===== src/rtl/msl_pkg.sv =====
// ----------------------------------------------------------------------------
// msl_pkg
// Shared widths, mode codes and types of the mesh step length limiter.
// ----------------------------------------------------------------------------
package msl_pkg;

    localparam int W_IN   = 32;   // input coordinate
    localparam int W_DIF  = 33;   // difference of two coordinates
    localparam int W_PROD = 66;   // one 33x33 product
    localparam int W_ABC  = 68;   // quadratic coefficients, signed
    localparam int W_MAG  = 67;   // coefficient magnitude
    localparam int W_K    = 82;   // 10000 times a magnitude
    localparam int W_CNT  = 24;   // triangle counter
    localparam int W_Q    = 31;   // step in Q1.30
    localparam int W_OUT  = 30;   // emitted step
    localparam int W_SQR  = 134;  // product of two magnitudes
    localparam int W_D    = 136;  // discriminant, signed
    localparam int W_RAD  = 194;  // radicand d * 2^60
    localparam int W_ROOT = 97;   // integer root of the radicand
    localparam int W_SREM = 100;  // root remainder
    localparam int W_NUM  = 100;  // division numerator, signed
    localparam int W_DEN  = 67;   // division denominator
    localparam int W_DSH  = 98;   // shifted denominator
    localparam int Q_FRAC = 30;

    localparam logic [W_Q-1:0] ONE_Q30 = 31'h4000_0000;

    localparam logic [1:0] MODE_NONE = 2'd0;
    localparam logic [1:0] MODE_LIN  = 2'd1;
    localparam logic [1:0] MODE_LOW  = 2'd2;
    localparam logic [1:0] MODE_HIGH = 2'd3;

    typedef struct packed {
        logic [1:0]              mode;
        logic signed [W_ABC-1:0] a;
        logic signed [W_ABC-1:0] b;
        logic signed [W_ABC-1:0] c;
    } t_job;

    typedef struct packed {
        logic full;
        logic empty;
    } t_qstat;

    function automatic logic [W_MAG-1:0] mag(input logic signed [W_ABC-1:0] v);
        logic signed [W_ABC-1:0] n;
        n = -v;
        return v[W_ABC-1] ? n[W_MAG-1:0] : v[W_MAG-1:0];
    endfunction

    // 10000 = 2^13 + 2^10 + 2^9 + 2^8 + 2^4
    function automatic logic [W_K-1:0] times10k(input logic [W_MAG-1:0] x);
        logic [W_K-1:0] xe;
        xe = W_K'(x);
        return (xe << 13) + (xe << 10) + (xe << 9) + (xe << 8) + (xe << 4);
    endfunction

endpackage


===== src/rtl/msl_queue.sv =====
// ----------------------------------------------------------------------------
// msl_queue
// Two-entry job queue between the classifier and the step solver.
// ----------------------------------------------------------------------------
module msl_queue (
    input  logic              i_clk,
    input  logic              i_rst_n,
    input  logic              i_push,
    input  msl_pkg::t_job     i_job,
    input  logic              i_pop,
    output msl_pkg::t_job     o_job,
    output msl_pkg::t_qstat   o_qstat
);
    import msl_pkg::*;

    t_job r_mem [0:1];
    logic r_wr, r_rd;
    logic [1:0] r_fill;

    always_ff @(posedge i_clk) begin
        if (i_push) begin
            r_mem[r_wr] <= i_job;
        end
    end

    always_ff @(posedge i_clk) begin
        if (!i_rst_n) begin
            r_wr   <= 1'b0;
            r_rd   <= 1'b0;
            r_fill <= '0;
        end else begin
            if (i_push) r_wr <= !r_wr;
            if (i_pop)  r_rd <= !r_rd;
            case ({i_push, i_pop})
                2'b10:   r_fill <= r_fill + 2'd1;
                2'b01:   r_fill <= r_fill - 2'd1;
                default: r_fill <= r_fill;
            endcase
        end
    end

    assign o_job         = r_mem[r_rd];
    assign o_qstat.full  = (r_fill == 2'd2);
    assign o_qstat.empty = (r_fill == 2'd0);

endmodule


===== config.mk =====
export PLATFORM = sky130hd
export DESIGN_NAME = msl_queue
export DESIGN_NICKNAME = d
export VERILOG_FILES = /design/src/rtl/msl_pkg.sv /design/src/rtl/msl_queue.sv
export SDC_FILE = /design/constraint.sdc
export NUM_CORES = 1
export LEC_CHECK = 0
export BUFFER_PORTS_ARGS = -buffer_cell sky130_fd_sc_hd__buf_2
export CAP_MARGIN = 20
export CORE_MARGIN = 2
export CORE_UTILIZATION = 29
export CTS_BUF_LIST = sky130_fd_sc_hd__clkbuf_16
export DETAILED_ROUTE_END_ITERATION = 6
export HOLD_SLACK_MARGIN = 0.03
export PLACE_DENSITY_LB_ADDON = 0.08
export SLEW_MARGIN = 20
export SYNTH_ARGS = -nofsm -noshare
export SYNTH_HDL_FRONTEND = slang
export SYNTH_SLANG_ARGS = --single-unit

===== constraint.sdc =====
create_clock -name i_clk -period 27.1 [get_ports i_clk]
set_clock_uncertainty 0.15 [all_clocks]
set_input_delay 1.355 -clock i_clk [delete_from_list [all_inputs] [get_ports i_clk]]
set_output_delay 1.355 -clock i_clk [all_outputs]
set_load 0.05 [all_outputs]

==> results of run 1 <==
## worst paths after layout
check	from	endpoint	slack, ns	depth (start not counted)
max	flip-flop	o_job[74]	21.89	4
max reg2reg	r_wr	r_mem[0][103]	23.81	3
min reg2reg	r_fill[1]	r_fill[1]	0.36	2
min	r_fill[1]	r_fill[1]	0.36	2
## cell families (layout without fill, tap and decap cells)
| group | after synthesis | in the layout | share of synthesized area [%] |
|---|---|---|---|
| AO/OA/AOI/OAI | 3 | 3 | 0.1291 |
| XOR/XNOR | 3 | 3 | 0.1695 |
| adder cells (fa/ha/maj) | 1 | 1 | 0.08068 |
| buffers and inverters | 24 | 511 | 1.453 |
| flip-flops | 417 | 417 | 80.44 |
| multiplexers | 206 | 206 | 17.38 |
| other | 0 | 9 | 0 |
| AND/OR/NAND/NOR | 9 | 9 | 0.3471 |
## power by group through the flow
stage / registers [mW] / logic, mW / clock network (mW)
final: 0.757 / 0.252 / 0.583
after global routing: 0.760 / 0.265 / 0.631
after CTS: 0.757 / 0.257 / 0.608
after detailed placement: 0.771 / 0.256 / 0
after global placement: 0.771 / 0.255 / 0
after floorplan: 0.774 / 0.196 / 0
## tightest hold or removal path: cells and delay by family (launching register included)
family             cells  cell delay, ns
AOI/OAI and AO/OA      2            0.14
DFF                    1            0.33
## through the flow
| step | total power, mW | hold WS [ns] | worst slack (ns) |
|---|---|---|---|
| floorplan | 0.9696 | 0.3162 | 16.09 |
| global placement | 1.026 | 0.3389 | 22.38 |
| detailed placement | 1.027 | 0.3521 | 22.36 |
| CTS | 1.621 | 0.3618 | 21.74 |
| global route | 1.656 | 0.3933 | 21.63 |
| finish | 1.592 | 0.3597 | 21.89 |
## Yosys cell counts, drive strengths merged
master	count	area, sq um
buf	23	221.5
or3	1	6.260
inv	1	3.750
xor2	1	8.760
nor2	2	7.510
dfxtp	5	100.1
mux2	206	2695
and2b	1	8.760
o21ai	1	5.000
nor2b	1	6.260
ha	1	12.51
a21boi	1	7.510
o21a	1	7.510
xnor2	2	17.52
and2	4	25.02
edfxtp	412	12370
## state kept, by name, indices dropped and copies added (netlist names), named ones only
register,count
r_rd,1
r_wr,1
r_mem,412
r_fill,2
## layer usage
layer / part of all wire (%) / up-vias / wire [um]
li1: - / 3566 / -
met4: 2.4 / 18 / 849
met5: 0.28 / - / 99
met3: 10 / 76 / 3613
met1: 42 / 3838 / 14980
met2: 45 / 269 / 16260
## area by class of cell
| type | instances | area [sq um] |
|---|---|---|
| Clock inverter | 37 | 237.7 |
| Inverter | 1 | 3.754 |
| Tap cell | 688 | 860.8 |
| Sequential cell | 417 | 12480 |
| Antenna cell | 9 | 22.52 |
| Clock buffer | 47 | 1176 |
| Multi-Input combinational cell | 222 | 2818 |
| Fill cell | 5026 | 33010 |
| Timing Repair Buffer | 426 | 2155 |
==> out/qor.txt, run 1 <==
DR vias/cell - 4.205
Sw Ratio - 26.91%
Post-CTS Hold Buffers - 0
Dpl hpwl - 24430 um
Worst path cell trace - buf_4, buf_4, mux2_4, buf_2
Arr. time, crit path - 3.71 ns
Critical Path Sink Type - primary output
Placed cell count - 1754
Max-slew violation count - 0
Max Buffers Root-to-Sink - 3
Cell family with most CP delay - buffers and inverters
GRT met3 Usage - 6.004%
Setup CP Type - reg2out
DR WL/cell - 19.38 um
Layout cells sized above 1 - 60.43%
Most Used Layer, Global Route - met2
# IOs - 418
Mapped Area - 0.01550 sq mm
CP max stage cell - buf_4
Sequential power share - 47.5%
Number of global-route vias before repair - 8001
Post-route ant nets - 0
RSZ-0062 raised after global routing - no
Post_cts resized - 0
Total GRT Usage - 12.54%
Clock Sinks - 417
Pre-antenna DRT Iters - 4
Maxcap violations - 0
Buf+Inv Stages, Crit Path - 3
Most common cell after layout, fill and taps aside - buf_2
Startpoint Class - flip-flop
Met1 Usage GRT - 15.56%
Post-synthesis sequential area ratio - 80.44%
Core Footprint - 0.05276 sq mm
Pwr/cell area - 80.60 mW/mm^2
Post-route DRC - 0
Die height - 235.2 um
Total Wirelength - 35800 um
Post-Syn Nets - 874
First-pass GRT wire length - 51950 um
Tmin final - 5.213 ns
Final period utilization - 19.24%
Final Util - 37.43%
Lkg Pwr - 7.506 nW
Mapped Avg Cell Area - 23.39 sq um
Root Buffer - clkbuf_16
Global route overflow - 0
CP Data Required Time - 25.60 ns
Worst-path clk slew - 0.06 ns
CP max stage delay - 0.91 ns
Internal - 1.163 mW
Number of synthesized register bits - 417
Die footprint - 0.05533 sq mm
CTS Buf Count - 46
Final setup fails - 0
Highest clock rate - 191.8 MHz
NumNets Final - 1325
Slew @ Worst Pin - 1.065 ns
Setup TNS Final - 0 ns
Initial antenna violation count - 15
Post-CTS Setup Bufs - 0
Share of total power in the clock network - 36.6%
Area grow syn2layout - 27.37%
Comb pwr share - 15.8%
PortBufs - 417
Yosys cell types - 18
Worst-path maximum fanout - 61
Post-DP Area - 0.01831 sq mm
Met2 Track Usage GR - 19.35%
Status - finished clean
Slew HR - 29.03%
Design area - 0.01975 sq mm
Worst-Skew Late Latency - 0.55 ns
Htree depth - 2
Crit path top cell by count - buf_4
Tightest Hold Check Type - reg2reg
Worst VDD drop - 0.04465 mV
Commonest cells after routing, fill and taps aside - 417 x buf_2, 412 x edfxtp_1, 106 x mux2_2
# rows - 84
Psw - 428.4 uW
CTS tree - done
Initial Util - 29.39%
Largest net degree at the start of global routing - 67
Die width - 235.2 um
Post-Synthesis Cells - 663
Gpl congestion - 0.7387
Post-Layout Cell Count - 1847
Final hold vios - 0
Initial DRC Count - 429
Vias - 7767
Warnings, synthesis - 0
(Power assumes the default switching activity.)
==> run 2, diff against run 1 <==
- ABC_AREA: not set -> 1
- clock period: 27.1 -> 4.7 ns (I/O delays scaled with it)
==> run 2 against run 1 <==
Against the previous run:
- global-route usage increased by 0.67 points
- via count increased by 10%
- final cell count increased by 12%
- die area increased by 1.0%
- total power increased to 5.8 times the previous value
- count of clock-buffer cells in the layout increased by 2
- synthesized cell count increased by 2.0%
- utilization increased by 3.7 points
- synthesized area increased by 1.0%
- wire length increased by 5.8%
- critical endpoint is now o_job[29]
==> out/qor.txt, run 2 <==
Mapped Avg Cell Area - 23.17 sq um (-0.91%)
Final hold vios - 0 (unchanged)
Setup WS post-layout - 1.752 ns (-20.13 ns)
# IOs - 418 (unchanged)
Lkg Pwr - 8.613 nW (+15%)
Gpl congestion - 0.7346 (-0.56%)
Final setup fails - 0 (unchanged)
Initial antenna violation count - 3 (-12)
Slew @ Worst Pin - 0.9020 ns (-0.1626 ns)
RSZ-0062 raised after global routing - no
Power Total - 9.207 mW (+480%)
Most common cell after layout, fill and taps aside - buf_2
Largest net degree at the start of global routing - 133 (+99%)
CP Data Required Time - 4.32 ns (-21.28 ns)
Initial DRC Count - 336 (-22%)
Post-route ant nets - 0 (unchanged)
Layout cells sized above 1 - 50.66% (-9.8 points)
Die height - 236.4 um (+0.51%)
Global route overflow - 0 (unchanged)
Commonest cells after routing, fill and taps aside - 417 x buf_2, 412 x edfxtp_1, 210 x dlygate4sd3_1
Post-synth EDFFs - 412 (unchanged)
Maxcap violations - 0 (unchanged)
Slew HR - 39.87% (+11 points)
Status - finished clean
Vias - 8547 (+10%)
CP max stage delay - 0.71 ns (-0.20 ns)
Top Registers - r_mem: 412 flops, r_fill: 2 flops
Clock Sinks - 417 (unchanged)
Number of global-route vias before repair - 9159 (+14%)
Number of synthesized register bits - 417 (unchanged)
Die footprint - 0.05589 sq mm (+1.0%)
Yosys top cell area share - 78.98% (-0.82 points)
Startpoint Class - flip-flop
DR WL/cell - 18.29 um (-5.6%)
Post-synthesis sequential area ratio - 79.62% (-0.82 points)
Met3 wire len - 2210 um (-39%)
Top_reg_cell synth - edfxtp_1
# rows - 85 (+1.2%)
Post-Syn Nets - 887 (+1.5%)
Setup TNS Final - 0 ns (unchanged)
Setup CP Type - reg2out
CP max stage cell - dfxtp_4
Worst path cell trace - buf_12, mux2_2, buf_2
Final Util - 41.16% (+3.7 points)
Fin Hold WS - 0.2485 ns (-0.1112 ns)
Warnings, synthesis - 0 (unchanged)
Htree depth - 2 (unchanged)
Highest metal used - met5
Yosys cell types - 13 (-5)
Biggest register - r_mem
Total GRT Usage - 13.21% (+0.67 points)
Mapped Area - 0.01567 sq mm (+1.0%)
NumNets Final - 1549 (+17%)
Most numerous cell in the Yosys netlist - edfxtp_1
CTS tree - done
Dpl hpwl - 24650 um (+0.91%)
Highest clock rate - 339.2 MHz
Max Buffers Root-to-Sink - 3 (unchanged)
Post-Synthesis Cells - 676 (+2.0%)
Met2 WL post-DR - 19130 um (+18%)
DR vias/cell - 4.127 (-1.9%)
PortBufs - 417 (unchanged)
Tightest Hold Check Type - in2reg
Most frequent cells after synthesis - 412 x edfxtp_1, 140 x mux2_4, 66 x mux2_2, 17 x buf_6, 12 x nor2_1
First-pass GRT wire length - 55890 um (+7.6%)
Die width - 236.4 um (+0.51%)
Worst VDD drop - 0.2815 mV (+530%)
Arr. time, crit path - 2.56 ns (-1.15 ns)
CTS Buf Count - 48 (+4.3%)
Critical Path Sink Type - primary output
Final period utilization - 62.72%
Dpl ws - 2.323 ns (-20.03 ns)
Pwr/cell area - 417.3 mW/mm^2 (+420%)
Post-CTS Hold Buffers - 210 (+210)
Initial Util - 29.23% (-0.16 points)
Max reg flops - 412 (unchanged)
Met1 WL - 15580 um (+4.0%)
Post-route DRC - 0 (unchanged)
Area contributors post-synth - edfxtp_1 79%, mux2_4 13%, mux2_2 4.7%
Worst-path clk slew - 0.06 ns (about the same)
Area grow syn2layout - 40.85%
Area leader, netlist - edfxtp_1
Total Wirelength - 37880 um (+5.8%)
Post-CTS Setup Bufs - 0 (unchanged)
Max-slew violation count - 0 (unchanged)
Worst-path maximum fanout - 78 (+28%)
Tmin final - 2.948 ns
Worst-Skew Late Latency - 0.56 ns (about the same)
Async SR Flop Fraction - 0% (unchanged)
Post_cts resized - 0 (unchanged)
Pre-antenna DRT Iters - 4 (unchanged)
Root Buffer - clkbuf_16
Core Footprint - 0.05360 sq mm (+1.6%)
run 2: kinds of logic after synthesis:
logic type / share of synthesized area, %
flops: 79.62
simple gates: 0.5192
mux: 18.16
fa+ha+maj: 0.07986
buf+inv: 1.557
compound gates: 0.06384
run 2: area by class of cell:
type / count / area (sq um)
fill: 5022 / 31540
inverter: 6 / 26.28
timing repair buffer: 635 / 4312
multi-input combinational: 230 / 2957
clock inverter: 37 / 193.9
antenna: 1 / 2.502
clock buffer: 49 / 1226
tap: 696 / 870.8
sequential: 417 / 12480
run 2: where the power goes:
part	switching, mW	internal, mW
sequential	0.0556	4.31
clock	1.43	1.93
combinational	0.960	0.520
run 2: metal layers:
layer  up-vias  track usage (%)
li1       4021                -
met1      4218            15.98
met3        61            3.686
met4         4            4.603
met2       243            22.58
met5         -                0
run 2: final timing paths:
check / depth (start not counted) / end / slack, ns / start
max: 3 / o_job[29] / 1.75 / flip-flop
min: 2 / r_mem[1][46] / 0.25 / i_job[46]
max reg2reg: 4 / r_mem[1][143] / 2.48 / r_wr
min reg2reg: 2 / r_rd / 0.35 / r_rd
run 2: through the flow:
step / cells / instance area [sq um]
finish: 2071 / 22060
global route: 2071 / 22060
CTS: 2070 / 22060
detailed placement: 1774 / 18540
global placement: 1774 / 18540
floorplan: 676 / 15680
run 2: worst max-delay path: cells and delay by family, from the launching register on:
kind                   cells  cell delay, ns
DFF                        1            0.71
muxes                      1            0.42
buffers and inverters      2            0.61
==> run 3, diff against run 2 <==
- clock period: 4.7 -> 2.55 ns (I/O delays scaled with it)
==> run 3 against run 2 <==
Against the previous run:
- combinational power grew 90%
- critical path type unchanged
- largest power group unchanged
- count of clock-buffer cells in the layout is the same
- highest routed layer unchanged
- utilization grew 0.56 points
==> out/qor.txt, run 3 (synthesis gave the netlist of run 2 again) <==
Dpl hpwl - 24650 um (about the same)
Initial DRC Count - 320 (-4.8%)
Max-slew violation count - 0 (unchanged)
Design area - 0.02237 sq mm (+1.4%)
NumNets Final - 1568 (+1.2%)
Max reg flops - 412 (unchanged)
Final hold vios - 0 (unchanged)
Initial antenna violation count - 1 (-2)
Fin Hold WS - 0.1008 ns (-0.1477 ns)
Maxcap violations - 0 (unchanged)
RSZ-0062 raised after global routing - no
Sequential power share - 47.1% (-0.4 points)
Largest net degree at the start of global routing - 108 (-19%)
Highest clock rate - 431.8 MHz
Number of global-route vias before repair - 9136 (-0.25%)
Die footprint - 0.05589 sq mm (unchanged)
Setup WS post-layout - 0.2340 ns (-1.518 ns)
Worst-path clk slew - 0.06 ns (about the same)
Post-route DRC - 0 (unchanged)
PortBufs - 417 (unchanged)
Post-DP Area - 0.01884 sq mm (+1.6%)
Root Buffer - clkbuf_16
Critical Path Sink Type - primary output
Psw - 4.462 mW (+83%)
Final period utilization - 90.82%
Internal - 12.59 mW (+86%)
Worst VDD drop - 0.4710 mV (+67%)
# rows - 85 (unchanged)
# IOs - 418 (unchanged)
Pre-antenna DRT Iters - 4 (unchanged)
Sw Ratio - 26.17% (-0.36 points)
Share of total power in the clock network - 36.5% (about the same)
Core Footprint - 0.05360 sq mm (unchanged)
CP Data Required Time - 2.27 ns (-2.05 ns)
CTS Buf Count - 47 (-2.1%)
Max Buffers Root-to-Sink - 3 (unchanged)
Layout cells sized above 1 - 51.33% (+0.68 points)
Final setup fails - 0 (unchanged)
Post-CTS Setup Bufs - 0 (unchanged)
CTS tree - done
Top Registers - r_mem: 412 flops, r_fill: 2 flops
Post-route ant nets - 0 (unchanged)
Startpoint Class - flip-flop
Htree depth - 2 (unchanged)
Area grow syn2layout - 42.77%
Worst-path maximum fanout - 24 (-69%)
Dpl ws - 0.5924 ns (-1.731 ns)
Clock Sinks - 417 (unchanged)
Total GRT Usage - 12.88% (-0.33 points)
DR vias/cell - 4.134 (+0.16%)
Pwr/cell area - 762.5 mW/mm^2 (+83%)
Global route overflow - 0 (unchanged)
Setup CP Type - reg2out
Commonest cells after routing, fill and taps aside - 417 x buf_2, 412 x edfxtp_1, 211 x dlygate4sd3_1
Die height - 236.4 um (unchanged)
Flop2flop setup slack - 0.64 ns (-1.84 ns)
Lkg Pwr - 8.768 nW (+1.8%)
Initial Util - 29.23% (unchanged)
Slew HR - 49.65% (+9.8 points)
DR WL/cell - 17.67 um (-3.4%)
Tightest Hold Check Type - in2reg
Tmin final - 2.316 ns
Arr. time, crit path - 2.04 ns (-0.52 ns)
Gpl congestion - 0.7184 (-2.2%)
Die width - 236.4 um (unchanged)
Comb pwr share - 16.5% (+0.4 points)
Biggest register - r_mem
First-pass GRT wire length - 54830 um (-1.9%)
Vias - 8623 (+0.89%)
Worst-Skew Late Latency - 0.56 ns (about the same)
Most common cell after layout, fill and taps aside - buf_2
Status - finished clean
Post_cts resized - 0 (unchanged)
Slew @ Worst Pin - 0.7552 ns (-0.1468 ns)
Total Wirelength - 36860 um (-2.7%)
[run 3: cell types whose count changed in the layout (fill, tap and decap cells not counted), moves of 3 or more]
cell / before / now
buf_4: 3 / 10
clkinv_2: 8 / 5
buf_12: 5 / 17
inv_1: 16 / 20
clkinv_1: 13 / 8
[run 3: cell type report]
type                       instances  area [sq um]
multi-input combinational        230          2959
inverter                           6         26.28
antenna                            1         2.502
clock buffer                      49          1226
sequential                       417         12480
clock inverter                    32         188.9
timing repair buffer             655          4614
tap                              696         870.8
fill                            4934         31240
[run 3: what timing repair did]
| item | CTS | global route |
|---|---|---|
| setup endpoints to repair | 0 | 0 |
| hold endpoints to repair | 417 | 0 |
| hold buffers | 211 | 0 |
[run 3: critical path: stages (launching register included)]
cell and delay [ns]:
dfxtp_4 0.39, buf_12 0.21, buf_12 0.24, mux2_2 0.39, buf_2 0.22
[run 3: path summary, 6_finish.rpt]
check,startpoint,to,depth (start not counted)
min,i_push,r_fill[1],7
max reg2reg,r_wr,r_wr,5
max,flip-flop,o_job[10],4
min reg2reg,r_rd,r_rd,2
[run 3: metrics by stage]
stage	util (%)	std cells	setup TNS [ns]	total power, mW
floorplan	-	676	-585.43	10.04
detailed placement	35.14	1793	0	10.74
global route	41.72	2085	0	17.72
global placement	35.14	1793	0	10.74
CTS	41.72	2085	0	17.36
finish	41.73	2086	0	17.05
[run 3: routing by layer]
layer | part of all wire (%) | track usage [%] | up-vias
li1 | - | - | 4043
met1 | 41 | 15.57 | 4262
met2 | 49 | 21.51 | 250
met3 | 6.5 | 4.108 | 66
met4 | 2.9 | 4.776 | 2
met5 | 0.035 | 0 | -
[run 3: power groups by stage]
stage	clock, mW	sequential [mW]	combinational [mW]
detailed placement	0	8.17	2.58
global route	6.71	8.05	2.95
finish	6.22	8.02	2.81
global placement	0	8.16	2.58
floorplan	0	8.18	1.86
CTS	6.47	8.03	2.86
